## config.mk

```make
export PLATFORM = sky130hd
export DESIGN_NAME = sequence_reorder_buffer_unit_flat
export DESIGN_NICKNAME = d
export VERILOG_FILES = /design/src/hdl/srb_pkg.sv /design/src/hdl/srb_req_if.sv /design/src/hdl/srb_rsp_if.sv /design/src/hdl/sequence_reorder_buffer_unit.sv /design/src/flat_wrapper.sv
export SDC_FILE = /design/constraint.sdc
export NUM_CORES = 1
export LEC_CHECK = 0
export ABC_AREA = 1
export BUFFER_PORTS_ARGS = -buffer_cell sky130_fd_sc_hd__buf_2
export CORE_ASPECT_RATIO = 1.1
export CORE_MARGIN = 2
export CORE_UTILIZATION = 35
export CTS_BUF_LIST = sky130_fd_sc_hd__clkbuf_8
export CTS_CLUSTER_SIZE = 25
export DETAILED_ROUTE_END_ITERATION = 7
export SYNTH_ARGS = -nofsm -noshare
export SYNTH_HDL_FRONTEND = slang
export SYNTH_SLANG_ARGS = --single-unit
```

## constraint.sdc

```tcl
create_clock -name clock -period 7 [get_ports clock]
set_input_delay 0.35 -clock clock [delete_from_list [all_inputs] [get_ports clock]]
set_output_delay 0.35 -clock clock [all_outputs]
set_load 0.02 [all_outputs]
```

## src/hdl/srb_pkg.sv

```systemverilog
// Shared widths, codes and defaults for the sequence reorder buffer.
package srb_pkg;

   localparam int SEQ_W            = 32;
   localparam int HANDLE_W         = 32;
   localparam int WINDOW_DEF       = 16;
   localparam int PAYLOAD_BITS_DEF = 32;

   // action codes
   localparam logic ACT_MESSAGE = 1'b0;
   localparam logic ACT_RESET   = 1'b1;

   // result status codes
   localparam logic STATUS_DELIVERED = 1'b0;
   localparam logic STATUS_DROPPED   = 1'b1;

endpackage

```

## src/hdl/srb_req_if.sv

```systemverilog
// Request channel: one incoming message or session reset per word.
interface srb_req_if;
   logic                          valid;
   logic                          ready;
   logic                          action;
   logic [srb_pkg::SEQ_W-1:0]     seq_id;
   logic                          sender;
   logic [srb_pkg::HANDLE_W-1:0]  payload_handle;

   modport source (output valid, action, seq_id, sender, payload_handle, input ready);
   modport sink   (input valid, action, seq_id, sender, payload_handle, output ready);
endinterface

```

## src/hdl/srb_rsp_if.sv

```systemverilog
// Response channel: one delivered or dropped message per word.
interface srb_rsp_if;
   logic                          valid;
   logic                          ready;
   logic                          status;
   logic [srb_pkg::SEQ_W-1:0]     out_seq_id;
   logic                          out_sender;
   logic [srb_pkg::HANDLE_W-1:0]  out_payload;
   logic                          last;

   modport source (output valid, status, out_seq_id, out_sender, out_payload, last,
                   input ready);
   modport sink   (input valid, status, out_seq_id, out_sender, out_payload, last,
                   output ready);
endinterface

```

## src/hdl/sequence_reorder_buffer_unit.sv

```systemverilog
// Sequence reorder buffer: parks out-of-order messages and releases them in order.
//
// Usage: messages enter on req_bus (valid/ready), results leave on rsp_bus.
// A word is taken on a clock edge with valid and ready both high.
// A message equal to the expected number is delivered at once; parked
// messages that become due then follow, one word per cycle while not stalled,
// the final word of the run flagged with last. Messages below the expected
// number are ignored; those ahead within WINDOW are parked (first copy wins)
// and give no word; those further ahead give one word with status dropped.
// The first result word is registered and valid the cycle after the request
// is taken. While a run drains, one parked entry is read per cycle from the
// slot memory, and the next read waits while a result word is stalled.
// req_bus.ready is low while a run drains or while a result word waits and
// rsp_bus.ready is low; a stalled result word holds its value.
// Reset (synchronous) and a session reset request both set the expected
// number to 1 and empty every slot at once; neither gives a result word.
module sequence_reorder_buffer_unit #(
   parameter int WINDOW       = srb_pkg::WINDOW_DEF,
   parameter int PAYLOAD_BITS = srb_pkg::PAYLOAD_BITS_DEF
) (
   input  logic      clock,
   input  logic      reset,
   srb_req_if.sink   req_bus,
   srb_rsp_if.source rsp_bus
);

   localparam int SW      = srb_pkg::SEQ_W;
   localparam int HW      = srb_pkg::HANDLE_W;
   localparam int IDX_W   = (WINDOW > 1) ? $clog2(WINDOW) : 1;
   localparam int CNT_W   = $clog2(WINDOW + 1);
   localparam int ENTRY_W = PAYLOAD_BITS + 1;

   localparam logic ST_IDLE  = 1'b0;
   localparam logic ST_DRAIN = 1'b1;

   logic                state_ff, state_in;
   logic [SW-1:0]       exp_ff, exp_in;
   logic [IDX_W-1:0]    exp_idx_ff, exp_idx_in;
   logic [WINDOW-1:0]   valid_ff, valid_in;
   logic [CNT_W-1:0]    cnt_ff, cnt_in;

   logic                rsp_valid_ff, rsp_valid_in;
   logic                status_ff, status_in;
   logic [SW-1:0]       seq_out_ff, seq_out_in;
   logic                sender_ff, sender_in;
   logic [HW-1:0]       payload_ff, payload_in;
   logic                last_ff, last_in;

   // slot memory: {sender, payload}
   logic [ENTRY_W-1:0]  slot_mem [WINDOW];
   logic [ENTRY_W-1:0]  rd_data_ff;
   logic                mem_we, mem_re;
   logic [IDX_W-1:0]    mem_waddr, mem_raddr;
   logic [ENTRY_W-1:0]  mem_wdata;

   logic                out_free, accept;
   logic [SW-1:0]       ahead;
   logic                is_dup, is_now, beyond;
   logic [IDX_W:0]      park_sum;
   logic [IDX_W-1:0]    park_idx;
   logic [IDX_W-1:0]    nxt_idx;
   logic                nxt_valid;
   logic [PAYLOAD_BITS-1:0] pay_keep;
   logic [CNT_W-1:0]    cnt_next;
   logic                drain_last;

   assign out_free      = !rsp_valid_ff || rsp_bus.ready;
   assign req_bus.ready = (state_ff == ST_IDLE) && out_free;
   assign accept        = req_bus.valid && req_bus.ready;

   assign ahead    = req_bus.seq_id - exp_ff;
   assign is_dup   = req_bus.seq_id < exp_ff;
   assign is_now   = req_bus.seq_id == exp_ff;
   assign beyond   = ahead >= SW'(WINDOW);
   // seq mod WINDOW from the tracked residue of the expected number
   assign park_sum = (IDX_W+1)'(exp_idx_ff) + (IDX_W+1)'(ahead[IDX_W-1:0]);
   assign park_idx = (park_sum >= (IDX_W+1)'(WINDOW)) ?
                     IDX_W'(park_sum - (IDX_W+1)'(WINDOW)) : IDX_W'(park_sum);
   assign pay_keep = PAYLOAD_BITS'(req_bus.payload_handle);

   // residue of expected+1; at the 2^32 wrap the number restarts at 0
   always_comb begin
      if (exp_ff == {SW{1'b1}}) begin
         nxt_idx = '0;
      end else if (exp_idx_ff == IDX_W'(WINDOW - 1)) begin
         nxt_idx = '0;
      end else begin
         nxt_idx = exp_idx_ff + IDX_W'(1);
      end
   end

   // the current slot is emptied as it leaves, so a same-index hit is not valid
   assign nxt_valid  = valid_ff[nxt_idx] && (nxt_idx != exp_idx_ff);
   assign cnt_next   = cnt_ff + CNT_W'(1);
   assign drain_last = (cnt_next == CNT_W'(WINDOW)) || !nxt_valid;

   always_comb begin
      state_in     = state_ff;
      exp_in       = exp_ff;
      exp_idx_in   = exp_idx_ff;
      valid_in     = valid_ff;
      cnt_in       = cnt_ff;
      rsp_valid_in = rsp_valid_ff && !rsp_bus.ready;
      status_in    = status_ff;
      seq_out_in   = seq_out_ff;
      sender_in    = sender_ff;
      payload_in   = payload_ff;
      last_in      = last_ff;
      mem_we       = 1'b0;
      mem_waddr    = park_idx;
      mem_wdata    = {req_bus.sender, pay_keep};
      mem_re       = 1'b0;
      mem_raddr    = nxt_idx;

      case (state_ff)
         ST_IDLE: begin
            if (accept) begin
               if (req_bus.action == srb_pkg::ACT_RESET) begin
                  exp_in     = SW'(1);
                  exp_idx_in = IDX_W'(1);
                  valid_in   = '0;
               end else if (is_dup) begin
                  // duplicate, nothing to do
               end else if (is_now) begin
                  rsp_valid_in = 1'b1;
                  status_in    = srb_pkg::STATUS_DELIVERED;
                  seq_out_in   = req_bus.seq_id;
                  sender_in    = req_bus.sender;
                  payload_in   = HW'(pay_keep);
                  last_in      = !nxt_valid;
                  exp_in       = exp_ff + SW'(1);
                  exp_idx_in   = nxt_idx;
                  if (nxt_valid) begin
                     mem_re   = 1'b1;
                     cnt_in   = CNT_W'(1);
                     state_in = ST_DRAIN;
                  end
               end else if (beyond) begin
                  rsp_valid_in = 1'b1;
                  status_in    = srb_pkg::STATUS_DROPPED;
                  seq_out_in   = req_bus.seq_id;
                  sender_in    = 1'b0;
                  payload_in   = '0;
                  last_in      = 1'b1;
               end else if (!valid_ff[park_idx]) begin
                  mem_we             = 1'b1;
                  valid_in[park_idx] = 1'b1;
               end
            end
         end
         ST_DRAIN: begin
            if (out_free) begin
               rsp_valid_in         = 1'b1;
               status_in            = srb_pkg::STATUS_DELIVERED;
               seq_out_in           = exp_ff;
               sender_in            = rd_data_ff[PAYLOAD_BITS];
               payload_in           = HW'(rd_data_ff[PAYLOAD_BITS-1:0]);
               last_in              = drain_last;
               valid_in[exp_idx_ff] = 1'b0;
               exp_in               = exp_ff + SW'(1);
               exp_idx_in           = nxt_idx;
               cnt_in               = cnt_next;
               if (drain_last) begin
                  state_in = ST_IDLE;
               end else begin
                  mem_re = 1'b1;
               end
            end
         end
         default: begin
            state_in = ST_IDLE;
         end
      endcase
   end

   always_ff @(posedge clock) begin
      if (reset) begin
         state_ff     <= ST_IDLE;
         exp_ff       <= SW'(1);
         exp_idx_ff   <= IDX_W'(1);
         valid_ff     <= '0;
         cnt_ff       <= '0;
         rsp_valid_ff <= 1'b0;
      end else begin
         state_ff     <= state_in;
         exp_ff       <= exp_in;
         exp_idx_ff   <= exp_idx_in;
         valid_ff     <= valid_in;
         cnt_ff       <= cnt_in;
         rsp_valid_ff <= rsp_valid_in;
      end
   end

   always_ff @(posedge clock) begin
      status_ff  <= status_in;
      seq_out_ff <= seq_out_in;
      sender_ff  <= sender_in;
      payload_ff <= payload_in;
      last_ff    <= last_in;
   end

   always_ff @(posedge clock) begin
      if (mem_we) begin
         slot_mem[mem_waddr] <= mem_wdata;
      end
      if (mem_re) begin
         rd_data_ff <= slot_mem[mem_raddr];
      end
   end

   assign rsp_bus.valid       = rsp_valid_ff;
   assign rsp_bus.status      = status_ff;
   assign rsp_bus.out_seq_id  = seq_out_ff;
   assign rsp_bus.out_sender  = sender_ff;
   assign rsp_bus.out_payload = payload_ff;
   assign rsp_bus.last        = last_ff;

endmodule
```

## src/flat_wrapper.sv

```systemverilog
// flat-port wrapper written by rule: the top's interface ports become plain ports
module sequence_reorder_buffer_unit_flat 
#(
   parameter int WINDOW       = srb_pkg::WINDOW_DEF,
   parameter int PAYLOAD_BITS = srb_pkg::PAYLOAD_BITS_DEF
)
  (clock, reset, req_bus_valid, req_bus_action, req_bus_seq_id, req_bus_sender, req_bus_payload_handle, req_bus_ready, rsp_bus_valid, rsp_bus_status, rsp_bus_out_seq_id, rsp_bus_out_sender, rsp_bus_out_payload, rsp_bus_last, rsp_bus_ready);
  srb_req_if req_bus_i ();
  srb_rsp_if rsp_bus_i ();
  input  logic clock;
  input  logic reset;
  input wire logic [$bits(req_bus_i.valid)-1:0] req_bus_valid;
  input wire logic [$bits(req_bus_i.action)-1:0] req_bus_action;
  input wire logic [$bits(req_bus_i.seq_id)-1:0] req_bus_seq_id;
  input wire logic [$bits(req_bus_i.sender)-1:0] req_bus_sender;
  input wire logic [$bits(req_bus_i.payload_handle)-1:0] req_bus_payload_handle;
  output wire logic [$bits(req_bus_i.ready)-1:0] req_bus_ready;
  output wire logic [$bits(rsp_bus_i.valid)-1:0] rsp_bus_valid;
  output wire logic [$bits(rsp_bus_i.status)-1:0] rsp_bus_status;
  output wire logic [$bits(rsp_bus_i.out_seq_id)-1:0] rsp_bus_out_seq_id;
  output wire logic [$bits(rsp_bus_i.out_sender)-1:0] rsp_bus_out_sender;
  output wire logic [$bits(rsp_bus_i.out_payload)-1:0] rsp_bus_out_payload;
  output wire logic [$bits(rsp_bus_i.last)-1:0] rsp_bus_last;
  input wire logic [$bits(rsp_bus_i.ready)-1:0] rsp_bus_ready;
  assign req_bus_i.valid = req_bus_valid;
  assign req_bus_i.action = req_bus_action;
  assign req_bus_i.seq_id = req_bus_seq_id;
  assign req_bus_i.sender = req_bus_sender;
  assign req_bus_i.payload_handle = req_bus_payload_handle;
  assign req_bus_ready = req_bus_i.ready;
  assign rsp_bus_valid = rsp_bus_i.valid;
  assign rsp_bus_status = rsp_bus_i.status;
  assign rsp_bus_out_seq_id = rsp_bus_i.out_seq_id;
  assign rsp_bus_out_sender = rsp_bus_i.out_sender;
  assign rsp_bus_out_payload = rsp_bus_i.out_payload;
  assign rsp_bus_last = rsp_bus_i.last;
  assign rsp_bus_i.ready = rsp_bus_ready;
  sequence_reorder_buffer_unit #(.WINDOW(WINDOW), .PAYLOAD_BITS(PAYLOAD_BITS)) u_core (.clock(clock), .reset(reset), .req_bus(req_bus_i), .rsp_bus(rsp_bus_i));
endmodule
```

Word level (Yosys, flattened, before mapping)
Memory sizes are Yosys's and may differ from the RTL's. A register that Yosys moved wholly into a read port is not among the register bits.
Index checks and enable logic that the tools add are counted.
{ "totals": {"ff_bits": 126, "ramBits": 528, "in_bits": 70, "output_inout_bits": 69, "n_memories": 1} }
{ "memory_table": {"columns": ["name", "words", "width", "rd", "rd_clocked_by_memory_dff", "write_ports", "line", "text"], "rows": [
  ["u_core.slot_mem", 16, 33, 1, 1, 1, "sequence_reorder_buffer_unit.sv:50", "logic [ENTRY_W-1:0] slot_mem [WINDOW];"]
]} }
{ "classes": {"add_sub_neg": 6, "magnitude_cmp": 8, "n_eq_ne": 17, "muxes": 98, "bitwise": 4, "n_reduce_logical": 15} }
{ "op_table": {"columns": ["operator", "n"], "rows": [
  ["$mux W32", 17],
  ["$pmux W32 S2", 3],
  ["$mux W16", 7],
  ["$mux W1", 44],
  ["$add A32 B1 Y32 const B", 1],
  ["$eq A32 B32 Y1", 1],
  ["$eq A32 B32 Y1 const B", 1],
  ["$ge A32 B5 Y1 const B", 1],
  ["$lt A32 B32 Y1", 1],
  ["$mux W4", 8],
  ["$pmux W16 S2", 1],
  ["$sub A32 B32 Y32", 1],
  ["$mux W5", 6],
  ["$and A16 B16 Y16", 1],
  ["$not A16 Y16", 1],
  ["$or A16 B16 Y16", 1],
  ["$lt A4 B5 Y1 const B", 3],
  ["$ne A3 B3 Y1 const B", 4],
  ["$pmux W1 S2", 6],
  ["$reduce_and A6 Y1", 2],
  ["$pmux W5 S2", 1],
  ["$bmux W1 S4", 2],
  ["$demux W1 S4", 2],
  ["$ge A4 B1 Y1 const B", 2],
  ["other kinds (19)", 31]
]} }

Logic depth before layout (Yosys ltp)
Gate-level depths: netlist of run 1.
{ "depth": {"ltp_word": 16, "depth_mapped": 25, "mapped_depth_nobuf": 24} }

Worst setup path after synthesis of run 1
No wires, ideal clock.
{ "synth_path": {"path_type": "input -> register", "startpoint": "input req_bus_seq_id[0]", "endpoint": "memory u_core.slot_mem[12][0] in the netlist's numbering (enable)", "setup_time_ns": 0.423, "t_arrival_ns": 4.459, "t_required_ns": 6.577, "setup_slack_ns": 2.118, "cell_stages": 17, "n_path_buf": 1, "path_cell_list": "inv_1 > ha_1 > fa_1 > fa_1 > nor2_1 > a22oi_1 > o21ai_0 > a21oi_1 > o21ai_0 > nand2_1 > nand2_1 > nand2_1 > inv_1 > nand4_1 > nand3b_4 > buf_2 > nor2_1"} }
{ "synth_between": {"elab_chain_cells": 15, "word_cells_on_any_way": 19} }
{ "synth_rtl": {"columns": ["item", "line", "text"], "rows": [
  ["start: declaration", "flat_wrapper.sv:14", "input wire logic [$bits(req_bus_i.seq_id)-1:0] req_bus_seq_id;"],
  ["$sub A32 B32 Y32", "sequence_reorder_buffer_unit.sv:71", "assign ahead = req_bus.seq_id - exp_ff;"],
  ["$add A4 B4 Y5", "sequence_reorder_buffer_unit.sv:76", "assign park_sum = (IDX_W+1)'(exp_idx_ff) + (IDX_W+1)'(ahead[IDX_W-1:0]);"],
  ["$sub A4 B1 Y4 or $ge A5 B5 Y1 (tied branches)", "sequence_reorder_buffer_unit.sv:78, sequence_reorder_buffer_unit.sv:77", null],
  ["$mux W4", "sequence_reorder_buffer_unit.sv:77", "assign park_idx = (park_sum >= (IDX_W+1)'(WINDOW)) ?"],
  ["$bmux W1 S4", "sequence_reorder_buffer_unit.sv:145", "end else if (!valid_ff[park_idx]) begin"],
  ["$mux W1 (implied by the code)", "sequence_reorder_buffer_unit.sv:145", null],
  ["$mux W1", "sequence_reorder_buffer_unit.sv:145", null],
  ["$mux W1", "sequence_reorder_buffer_unit.sv:138", "end else if (beyond) begin"],
  ["$mux W1", "sequence_reorder_buffer_unit.sv:124", "end else if (is_now) begin"],
  ["$mux W1", "sequence_reorder_buffer_unit.sv:122", "end else if (is_dup) begin"],
  ["$mux W1", "sequence_reorder_buffer_unit.sv:118", "if (req_bus.action == srb_pkg::ACT_RESET) begin"],
  ["$mux W1", "sequence_reorder_buffer_unit.sv:117", "if (accept) begin"],
  ["$mux W1", "sequence_reorder_buffer_unit.sv:115", "case (state_ff)"],
  ["$mux W1", "sequence_reorder_buffer_unit.sv:203", "if (mem_we) begin"],
  ["$mux W1 (implied by the code)", "sequence_reorder_buffer_unit.sv:204", "slot_mem[mem_waddr] <= mem_wdata;"],
  ["end: declaration", "sequence_reorder_buffer_unit.sv:50", null]
]} }
Parallel ways exist; a longest one is shown, timed or not. The select of a mux whose other input is x is not followed.

Worst setup path in the final report of run 1
{ "layout_path": {"startpoint": "register u_core.exp_ff[0]", "endpoint": "memory u_core.slot_mem[4][27] in the netlist's numbering (enable)"} }
{ "layout_between": {"elab_chain_cells": 15, "word_cells_on_any_way": 19} }
{ "layout_rtl": {"columns": ["item", "line", "text"], "rows": [
  ["start: declaration", "sequence_reorder_buffer_unit.sv:37", "logic [SW-1:0] exp_ff, exp_in;"],
  ["start signal: assignment", "sequence_reorder_buffer_unit.sv:186", "exp_ff <= exp_in;"],
  ["$sub A32 B32 Y32", "sequence_reorder_buffer_unit.sv:71", null],
  ["$add A4 B4 Y5", "sequence_reorder_buffer_unit.sv:76", null],
  ["$sub A4 B1 Y4 or $ge A5 B5 Y1 (tied branches)", "sequence_reorder_buffer_unit.sv:78, sequence_reorder_buffer_unit.sv:77", null],
  ["$mux W4", "sequence_reorder_buffer_unit.sv:77", null],
  ["$bmux W1 S4", "sequence_reorder_buffer_unit.sv:145", null],
  ["$mux W1 (implied by the code)", "sequence_reorder_buffer_unit.sv:145", null],
  ["$mux W1", "sequence_reorder_buffer_unit.sv:145", null],
  ["$mux W1", "sequence_reorder_buffer_unit.sv:138", null],
  ["$mux W1", "sequence_reorder_buffer_unit.sv:124", null],
  ["$mux W1", "sequence_reorder_buffer_unit.sv:122", null],
  ["$mux W1", "sequence_reorder_buffer_unit.sv:118", null],
  ["$mux W1", "sequence_reorder_buffer_unit.sv:117", null],
  ["$mux W1", "sequence_reorder_buffer_unit.sv:115", null],
  ["$mux W1", "sequence_reorder_buffer_unit.sv:203", null],
  ["$mux W1 (implied by the code)", "sequence_reorder_buffer_unit.sv:204", null]
]} }
Parallel ways exist; a longest one is shown, timed or not. The select of a mux whose other input is x is not followed.

==> results.toml, run 1 <==
[status]
outcome = "finished clean"

[detailed_routing]
drc = 0
viasPerCell = 5.20
ant_nets = 0
avgRoutedWirePerCell_um = 20.3
first_iter_violations = 2075
num_vias = 23173
wl_um = 90300
firstDrtPassIters = 6

[timing]
fmax_mhz = 192
period_share_pct = 74.3
rsz0062_at_grt = "false"
setup-violations-final = 0
period_needed_ns = 5.20
slew_viol_final = 0
fin_skew_ns = 0.0410
worstMarginPinSlew_ns = 1.30
hold_viol_final = 0
tns_ns = 0
relSlewSlack_pct = 13.1

[logic_synthesis]
netlist_area_mm2 = 0.0312
syn_nets = 3153
syn_inst = 3040
synthMuxAreaShare_pct = 0
yosys.area.top_type = "edfxtp_1"
asyncSetResetFlopFracSynth_pct = 0
ys_ff_latch = 687
ys.flop_type = "edfxtp_1"
synth_top_cell_area_share_pct = 60.5
synth_compound_area_share_pct = 12.4
yosys.area_share.simple_pct = 15.8
seq_area_frac_synth_pct = 64.2
synth_top_family_by_area = "simple AND/OR/NAND/NOR gates"
ys_warn_count = 0
synth_cell_types = 50
synth_edf_count = 628
synth_area_per_cell_um2 = 10.3
synthXorXnorAreaFrac_pct = 0.674
synthAdderAreaFrac_pct = 1.77
synth_area_leaders = "edfxtp_1 (60%), o21ai_0 (6.5%), nand2_1 (6.5%), nor2_1 (5.2%), dfxtp_1 (3.8%)"

[clocking]
cts_sinks = 687
cts_tree = "done"
postCtsSetupBuffers = 0
clk_latency_ns = 0.76
cts_buffers = 109
cts_resized = 0
cts_root_buf = "clkbuf_8"
clkTransAtPathRegs_ns = 0.06
clockBufferDepth = 3
cts_hold_buf = 51
h-tree-depth = 3

[grt]
grt_antenna_before_repair = 1
first_global_vias = 22432
grt.total_usage_pct = 19.5
grt_pass1_wl_um = 135000
grt-ovfl-total = 0
grt_max_degree = 237

[floorplanning]
io_pins = 139
die_w_um = 289
die_h_um = 317
placeableCoreArea_mm2 = 0.0881
rows = 114
start_util_pct = 35.4
dieArea_mm2 = 0.0915

[final_layout]
areaGrowthSynthToFinish_pct = 14.0
fin_util_pct = 40.4
final_common_cell = "edfxtp_1"
drive_gt1_share_pct = 11.4
mostFrequentLayoutCells = "edfxtp_1 (628), nand2_1 (533), nor2_1 (417)"
nets = 3319
final_area_mm2 = 0.0356

[critical_path]
crit_path_max_fanout = 33
crit_path_frequent_cell = "nand2_1"
crit_path_start_kind = "flop"
path_class = "reg2reg"
cpPeakStageDelay_ns = 1.14
cp.arrival_ns = 5.54
crit_required_ns = 7.34
crit_chain = "ha_1 > fa_1 > fa_1 > nor2_1 > a22oi_1 > o21ai_0 > a21oi_1 > o21ai_0 > nand2_1 > nand2_1 > nand2_1 > inv_1 > nand4_1 > nand3b_4 > nor2_4"
crit_path_end_kind = "flop"
slowest_stage = "nor2_4"

[power]
swShare_pct = 27.5
p_switching_mw = 2.43
irDropWorstVdd_uv = 167
p_seq_share_pct = 51.3
internal-power_mw = 6.40
powerDensity_mw_per_mm2 = 248
p_total_mw = 8.83
comb_power_share_pct = 12.0
leakagePower_nw = 13.0
p_clk_share_pct = 36.7

[worst_hold_path]
min_path_type = "in2reg"

[placed_design]
dp.final_hpwl_um = 56600
numPortBuffers = 138
gp_congestion = 0.928
place_area_mm2 = 0.0330

[flow_run]
cap_violations = 0
-- through the flow --
step           setup slack, ns  std cells  hold slack (ns)
4_1_cts                   1.82       4455        0.0000713
2_1_floorplan             2.12       3040            0.441
3_3_place_gp              1.77       4204            0.450
3_5_place_dp              1.69       4204            0.456
6_report                  1.80       4458           0.0424
5_1_grt                   1.48       4457           0.0125
-- worst max-delay path: cells and delay by family (launching register included) --
kind	cells	cell delay, ns
adders and majority gates	3	1.27
buffers and inverters	1	0.07
DFF	1	0.40
and+or+nand+nor	7	2.50
AOI/OAI and AO/OA	4	0.50
-- final timing paths --
path / start / end / slack (ns) / cells past startpoint
setup / recovery: u_core.exp_ff[0] / u_core.slot_mem[4][27] / 1.80 / 15
hold / removal: req_bus_seq_id[1] / u_core.rsp_bus.out_seq_id[1] / 0.04 / 3
setup reg to reg: u_core.exp_ff[0] / u_core.slot_mem[4][27] / 1.80 / 15
hold reg to reg: u_core.cnt_ff[3] / u_core.cnt_ff[3] / 0.46 / 2
-- per-layer routing --
layer,vias to the layer above,track usage [%],routed length [µm]
li1,10961,-,-
met3,172,2.93,5660
met4,0,6.82,2610
met2,791,32.7,43400
met1,11249,25.8,38700
met5,-,0,0
-- area by class of cell --
cell class | instances | area (µm²)
timing repair buffer | 204 | 1340
tap | 1160 | 1450
clock inverter | 86 | 462
sequential | 687 | 20000
multi-input combinational | 1938 | 9700
inverter | 266 | 1010
clock buffer | 114 | 1570
antenna | 3 | 7.51
fill | 8634 | 52600
-- state kept, by name, indices dropped and copies added (netlist names), 4 cells and up --
| name | count |
|---|---|
| u_core.cnt_ff | 5 |
| u_core.exp_ff | 32 |
| u_core.exp_idx_ff | 4 |
| u_core.rd_data_ff | 33 |
| u_core.rsp_bus.out_payload | 32 |
| u_core.rsp_bus.out_seq_id | 32 |
| u_core.slot_mem | 528 |
| u_core.valid_ff | 16 |
-- cell usage after synthesis (3+ instances only) --
cell type,n
o21ai_0,404
o311ai_0,3
a21oi_1,63
inv_1,253
and3_1,4
buf_4,4
xnor2_1,8
buf_1,3
nand4_1,18
o21ai_1,25
nand3b_1,6
nand3_2,4
buf_2,23
dfxtp_1,59
o221ai_1,37
xor2_1,16
a22oi_1,3
a211oi_1,6
nor4_1,6
nand3_1,91
clkbuf_1,117
ha_1,41
nand2_2,21
clkinv_1,4
nand2_1,538
edfxtp_1,628
nor2_2,13
and2_1,7
nor3_1,31
o211ai_1,41
inv_2,9
o22ai_1,98
nor2_1,433
-- power by group through the flow --
stage | logic (mW) | registers, mW | clock network [mW]
4_1_cts | 1.06 | 4.53 | 3.32
2_1_floorplan | 0.628 | 4.62 | 0
3_3_place_gp | 1.03 | 4.61 | 0
3_5_place_dp | 1.03 | 4.61 | 0
5_1_grt | 1.17 | 4.53 | 3.50
6_report | 1.06 | 4.53 | 3.24
-- cells by family after synthesis --
| kind of cell | after synthesis |
|---|---|
| AO/OA/AOI/OAI | 688 |
| flip-flops | 687 |
| XOR/XNOR | 24 |
| buffers and inverters | 415 |
| AND/OR/NAND/NOR | 1183 |
| adder cells (fa/ha/maj) | 43 |
Power figures use the tool's default switching activity.
==> run 2: changes to the inputs <==
==> constraint.sdc (replaced) <==
create_clock -name clock -period 4.9 [get_ports clock]
set_input_delay 0.245 -clock clock [delete_from_list [all_inputs] [get_ports clock]]
set_output_delay 0.245 -clock clock [all_outputs]
set_load 0.02 [all_outputs]
==> results.toml, run 2 (synthesis results as in run 1) <==
[floorplanning]
start_util_pct = 35.4
placeableCoreArea_mm2 = 0.0881
die_w_um = 289
die_h_um = 317
rows = 114
io_pins = 139
dieArea_mm2 = 0.0915

[critical_path]
cp.arrival_ns = 4.72
rr_startpoint = "u_core.exp_ff[0]"
startpoint = "u_core.exp_ff[0]"
path_class = "reg2reg"
crit_path_end_kind = "flop"
crit_required_ns = 5.27
crit_chain = "ha_1 > fa_1 > fa_1 > nor2_1 > a22oi_1 > o21ai_0 > a21oi_1 > o21ai_0 > nand2_1 > nand2_1 > nand2_1 > inv_1 > nand4_1 > nand3b_4 > buf_4 > nor2_4 > buf_12"
r2r-end = "u_core.slot_mem[6][23]"
crit_path_frequent_cell = "nand2_1"
cp_top_family = "adder cells"
crit_path_start_kind = "flop"
reg2reg_slack_ns = 0.55
r2r_cells = 17
crit_path_max_fanout = 33
cpPeakStageDelay_ns = 0.57
slowest_stage = "fa_1"
path_buf_inv = 3

[clocking]
cts_tree = "done"
cts_resized = 0
h-tree-depth = 3
cts_root_buf = "clkbuf_8"
cts_sinks = 687
clkTransAtPathRegs_ns = 0.07
cts_buffers = 112
clockBufferDepth = 3
clk_latency_ns = 0.73

[final_layout]
nets = 3381
areaGrowthSynthToFinish_pct = 16.6
mostFrequentLayoutCells = "edfxtp_1 (628), nand2_1 (533), nor2_1 (417)"
drive_gt1_share_pct = 12.4
largest_register = "u_core.slot_mem"
largest_reg_flops = 528
final_common_cell = "edfxtp_1"
largest_registers = "u_core.slot_mem: 528 flops, u_core.rd_data_ff: 33 flops"

[timing]
setup-violations-final = 0
tns_ns = 0
relSlewSlack_pct = 41.9
slew_viol_final = 0
rsz0062_at_grt = "false"
period_needed_ns = 4.35
fmax_mhz = 230
period_share_pct = 88.7
worst_slack_ns = 0.555
hold_viol_final = 0
worstMarginPinSlew_ns = 0.871
fin_skew_ns = 0.0446

[grt]
first_global_vias = 22648
grt-ovfl-total = 0
grt.total_usage_pct = 19.4
grt_antenna_before_repair = 6
grt_pass1_wl_um = 135000
grt_max_degree = 136

[status]
outcome = "finished clean"

[worst_hold_path]
min_path_type = "in2reg"
hold_start = "req_bus_action"
hold_depth = 4
min_to = "u_core.exp_ff[14]"

[power]
leakagePower_nw = 13.3
powerDensity_mw_per_mm2 = 349
irDropWorstVdd_uv = 200

[placed_design]
numPortBuffers = 138
place_ws_ns = 0.560
dp.final_hpwl_um = 56800
gp_congestion = 0.967

[detailed_routing]
first_iter_violations = 2064
num_vias = 23329
wl_um = 89900
ant_nets = 0
avgRoutedWirePerCell_um = 19.9
drc = 0
viasPerCell = 5.16
firstDrtPassIters = 7

[flow_run]
cap_violations = 0
run 2: changes by cell type in the layout (fill, tap and decap cells not counted), sizes merged, moves of 2 or more:
cell         before  now
clkbuf          114  116
clkinv           45   41
diode             3    1
dlygate4sd3      51   68
buf             153  195
inv             302  304
run 2: report_power, final:
part | internal (mW) | switching (mW) | total, mW
sequential | 6.44 | 0.0198 | 6.46
combinational | 0.445 | 1.06 | 1.51
clock | 2.37 | 2.35 | 4.72
run 2: worst max path at each step:
| stage | slack (ns) | cells past startpoint | to |
|---|---|---|---|
| after floorplan | 0.08 | 16 | u_core.slot_mem[12][0] |
| after global placement | 0.59 | 19 | u_core.slot_mem[15][24] |
| after detailed placement | 0.56 | 19 | u_core.slot_mem[3][6] |
| after CTS | 0.57 | 17 | u_core.slot_mem[6][23] |
| after global routing | 0.24 | 17 | u_core.slot_mem[6][23] |
| final | 0.55 | 17 | u_core.slot_mem[6][23] |
run 2: what timing repair did:
action / 4_1_cts / 5_1_grt
hold buffers: 68 / 0
setup buffers: 0 / 0
endpoints found under the hold margin: 578 / 0
run 2: layout make-up:
type                    count  area (µm²)
clock inverters            86         489
fillers                  8485       51800
inverters                 266        1010
repair buffers            263        2070
flip-flops and latches    687       20000
multi-input cells        1938        9700
diodes                      1        2.50
clock buffers             116        1600
well taps                1160        1450
run 2: metrics by stage:
step | utilization [%] | hold slack, ns | cell area, µm² | std cells | power [mW]
6_report | 41.3 | 0.0859 | 36400 | 4517 | 12.7
5_1_grt | 41.3 | 0.0675 | 36400 | 4517 | 13.2
4_1_cts | 41.2 | 0.0225 | 36400 | 4516 | 12.8
3_5_place_dp | 38.1 | 0.455 | 33600 | 4246 | 8.05
3_3_place_gp | 38.1 | 0.451 | 33600 | 4246 | 8.05
2_1_floorplan | - | 0.344 | 31200 | 3040 | 7.50
run 2: layer usage:
metal  vias up  share of wire [%]  global-route usage (%)
met3       166                5.2                    2.82
met1     11353                 42                    24.6
met2       724                 50                    33.8
li1      11082                  -                       -
met4         4                2.7                    6.42
met5         -              0.029                       0
run 2: worst min-delay path: stages:
cell and delay (ns):
buf_2 0.28, a21oi_1 0.12, nand2_1 0.06, a21oi_1 0.05
